`config.mk`:
```
export PLATFORM = sky130hd
export DESIGN_NAME = wpm_cell
export DESIGN_NICKNAME = d
export VERILOG_FILES = /design/src/rtl/core/wpm_pkg.sv /design/src/rtl/core/wpm_cell.sv
export SDC_FILE = /design/constraint.sdc
export NUM_CORES = 1
export LEC_CHECK = 0
export ABC_AREA = 0
export BUFFER_PORTS_ARGS = -buffer_cell sky130_fd_sc_hd__buf_4
export CAP_MARGIN = 30
export CORE_MARGIN = 5
export CORE_UTILIZATION = 44
export DETAILED_ROUTE_END_ITERATION = 8
export PLACE_DENSITY = 0.75
export SLEW_MARGIN = 10
export SYNTH_ARGS = -nofsm -noshare
export SYNTH_HDL_FRONTEND = slang
export SYNTH_SLANG_ARGS = --single-unit
```
`constraint.sdc`:
```
create_clock -name clk -period 2.22 [get_ports clk]
set_input_delay 0.444 -clock clk [delete_from_list [all_inputs] [get_ports clk]]
set_output_delay 0.444 -clock clk [all_outputs]
set_load 0.02 [all_outputs]
```
`src/rtl/core/wpm_pkg.sv`:
```
// wpm_pkg: shared types and constants for the wildcard pattern matcher
// no dependencies; used by the channel interfaces, the cell and the core
`default_nettype none

package wpm_pkg;

    localparam int WPM_MAX_PATTERN = 64;
    localparam int LIMIT_W         = 11;
    localparam logic [LIMIT_W-1:0] LIMIT_RESET = 11'd1999;

    localparam logic [7:0] CH_ONE  = 8'h3F;  // '?'
    localparam logic [7:0] CH_STAR = 8'h2A;  // '*'

    typedef enum logic [1:0] {
        KIND_CLEAR  = 2'd0,
        KIND_APPEND = 2'd1,
        KIND_TEXT   = 2'd2,
        KIND_END    = 2'd3
    } kind_t;

    typedef enum logic [1:0] {
        ERR_NONE     = 2'd0,
        ERR_TEXT     = 2'd1,
        ERR_OVERFLOW = 2'd2
    } err_t;

    // broadcast from the core to every cell
    typedef struct packed {
        logic       clear;
        logic       append;
        logic       restart;
        logic       step;
        logic [7:0] ch;
    } wpm_cmd_t;

    // handed from one cell to its right neighbor
    typedef struct packed {
        logic act;
        logic star;
        logic adv;
        logic tail;
        logic wrote;
    } wpm_link_t;

endpackage

`default_nettype wire

```
`src/rtl/core/wpm_cell.sv`:
```
// wpm_cell: one pattern position (uses wpm_pkg); holds the pattern byte, the
// active flag and tail mark; but for the core, talks only to its two neighbors
`default_nettype none

module wpm_cell
    import wpm_pkg::*;
#(
    parameter bit FIRST = 1'b0
) (
    input  wire logic      clk,
    input  wire logic      rst_n,
    input  wire wpm_cmd_t  cmd,
    input  wire wpm_link_t left,
    output wpm_link_t      right,
    output logic           hit
);

    logic [7:0] char_reg;
    logic       used_reg;
    logic       act_reg;
    logic       act_next;
    logic       tail_reg;
    logic       tail_next;
    logic       used_next;

    logic star;
    logic closed;
    logic adv;
    logic dup;
    logic wrote;

    assign star   = used_reg && (char_reg == CH_STAR);
    // a run of stars is stored as one star, so closure is a single hop
    assign closed = act_reg || (left.act && left.star);
    assign adv    = closed && used_reg &&
                    (star || (char_reg == CH_ONE) || (char_reg == cmd.ch));
    assign dup    = (cmd.ch == CH_STAR) && left.star;
    assign wrote  = cmd.append && tail_reg && !dup;
    assign hit    = tail_reg && closed;

    always_comb
    begin
        right.act   = act_reg;
        right.star  = star;
        right.adv   = adv;
        right.tail  = tail_reg;
        right.wrote = wrote;
    end

    always_comb
    begin
        used_next = used_reg;
        tail_next = tail_reg;
        act_next  = act_reg;
        if (cmd.clear)
        begin
            used_next = 1'b0;
            tail_next = FIRST;
        end
        else if (cmd.append)
        begin
            used_next = used_reg || wrote;
            tail_next = (tail_reg && !wrote) || left.wrote;
        end
        if (cmd.restart)
            act_next = FIRST;
        else if (cmd.step)
            act_next = (closed && star) || left.adv;
    end

    always_ff @(posedge clk or negedge rst_n)
    begin
        if (!rst_n)
        begin
            used_reg <= 1'b0;
            tail_reg <= FIRST;
            act_reg  <= FIRST;
        end
        else
        begin
            used_reg <= used_next;
            tail_reg <= tail_next;
            act_reg  <= act_next;
        end
    end

    always_ff @(posedge clk)
    begin
        if (wrote)
            char_reg <= cmd.ch;
    end

endmodule

`default_nettype wire
```
==> out/results.ini <==
[synth]
ys_types=20
ys_seq_elements=11
ys_seq_area_frac=0.536
syn-num-nets=68
yosys_warnings=0
yosys.area.top_type_share=0.409
avgSynthCellArea_um2=12.0
yosys-top-cells-area=edfxtp_1 (41%), dfrtp_1 (13%), xnor2_1 (12%)
synth_area_um2=588
synth_top_cell_by_area=edfxtp_1
synth_cells=49

[sta]
final.setup.tns_ps=0
fmax_ghz=0.481
hold_viol_final=0
tightest_slew_ps=363
fin_hold_ws_ps=330
fin_crit_ps=2080
finalSetupViolCount=0
finalCritPeriodShare=0.936
relSlewSlack=0.754
report.final.slew_viol_count=0
fin_ws_ps=142
skew_ps=0.379
rsz0062_at_grt=no

[power]
p_leak_nw=0.334
p_per_area_nw_per_um2=552
ir_drop_v=0.000287

[setup_path]
arrival_ps=1630
cp-end-kind=output port
regToRegSetupSlack_ps=920
worst-path-max-fanout=3
worstSetupPathType=reg -> out
start_kind=flip-flop
required_ps=1780

[cells_and_area]
nets=93
utilization=0.611
mostFrequentLayoutCell=buf_4
area_growth_pct=33.6
largest_reg_flops=8
layout_common_cells=buf_4 (24), xnor2_1 (8), edfxtp_1 (8)
drive_above_1_share=0.384
antenna_cells=0

[drt]
post_drt_wl_per_cell_um=13.6
ant_nets=0
vias_per_cell=5.01
drc=0
vias=441
firstDrtPassIters=4
wirelength_mm=1.20
drt_iter0_markers=11

[clock_tree]
htreeDepth=1
numClockSinks=11
clockRootBuffer=clkbuf_4
cts_inserted_buffers=3
cts_tree=yes
clk_latency_ps=260
post_cts_buffers=0
clkTransAtPathRegs_ps=70
clk_path_buf_depth=2

[placement]
gp_congestion=0.730
port_buffers=23
place_ws_ps=309

[outcome]
status=completed

[grt]
overflow=0
grt_max_degree=10
grt_antenna_before_repair=0
grtUsageTotal=0.119
grt_pass1_vias=422
grt_pass1_wl_mm=1.81

[die]
rows=13
coreArea_um2=1280
die_area_um2=2170
fp.dieW_um=46.6
num_io_pins=25
die_y_um=46.6
start_util=0.458

[worst_hold_path]
hold_class=in -> reg

[flow_run]
max_cap_violations=0

[stage by stage]
step                cell area (um^2)  instances  power [mW]
floorplan                        588         49       0.268
finish                           786         88       0.434
global placement                 749         83       0.304
global route                     786         88       0.452
detailed placement               749         83       0.305
CTS                              786         88       0.438
[cell usage after synthesis]
| master | n |
|---|---|
| a21o_1 | 1 |
| a21oi_1 | 2 |
| a22oi_1 | 1 |
| a31oi_1 | 1 |
| and3b_1 | 1 |
| buf_4 | 5 |
| dfrtp_1 | 3 |
| edfxtp_1 | 8 |
| inv_1 | 3 |
| nand4_1 | 3 |
| nand4bb_1 | 1 |
| nor2_1 | 5 |
| nor2b_1 | 1 |
| nor4b_1 | 1 |
| o21ba_1 | 1 |
| o22ai_1 | 1 |
| o31a_1 | 1 |
| o41ai_2 | 1 |
| or3b_1 | 1 |
| xnor2_1 | 8 |
[metal layers]
metal	vias to the layer above	share of wire	track usage
li1	221	-	-
met1	209	0.39	0.145
met2	11	0.53	0.206
met3	0	0.077	0.0273
met4	0	0	0.0341
met5	-	0	0
[repair_timing]
item / CTS / global route
gates resized for setup: 0 / 0
hold endpoints to repair: 3 / 0
hold buffers: 1 / 0
[path summary, 6_finish.rpt]
kind	start	cells past startpoint	to
worst max-delay path	char_reg[0]	5	right[2]
worst min-delay path	cmd[11]	2	tail_reg
worst max register to register	char_reg[0]	3	act_reg
worst min register to register	used_reg	1	used_reg
max in group asynchronous	rst_n	2	used_reg
min in group asynchronous	rst_n	2	act_reg
[layout make-up]
type	count	area [um^2]
Timing Repair Buffer	25	190
Inverter	3	11.3
Tap cell	15	18.8
Fill cell	118	499
Clock buffer	4	26.3
Multi-Input combinational cell	30	224
Sequential cell	11	315
[where the power goes]
group,switching [mW],internal (mW)
clock,0.0631,0.0694
sequential,0.00488,0.228
combinational,0.0285,0.0402
total,0.0965,0.338
[worst max-delay path, stage by stage (launching register included)]
cell      delay, ps
edfxtp_1        440
nor4b_1         410
a31oi_1          70
o22ai_1         130
and3b_1         170
buf_4           140
[logic make-up after synthesis]
logic type                count (synthesis)  share of synthesized area
xor gates and xnor gates                  8                      0.119
AOI/OAI and AO/OA                         9                      0.123
and+or+nand+nor                          13                      0.138
DFF                                      11                      0.536
buffers and inverters                     8                     0.0830
(Power assumes the default switching activity.)
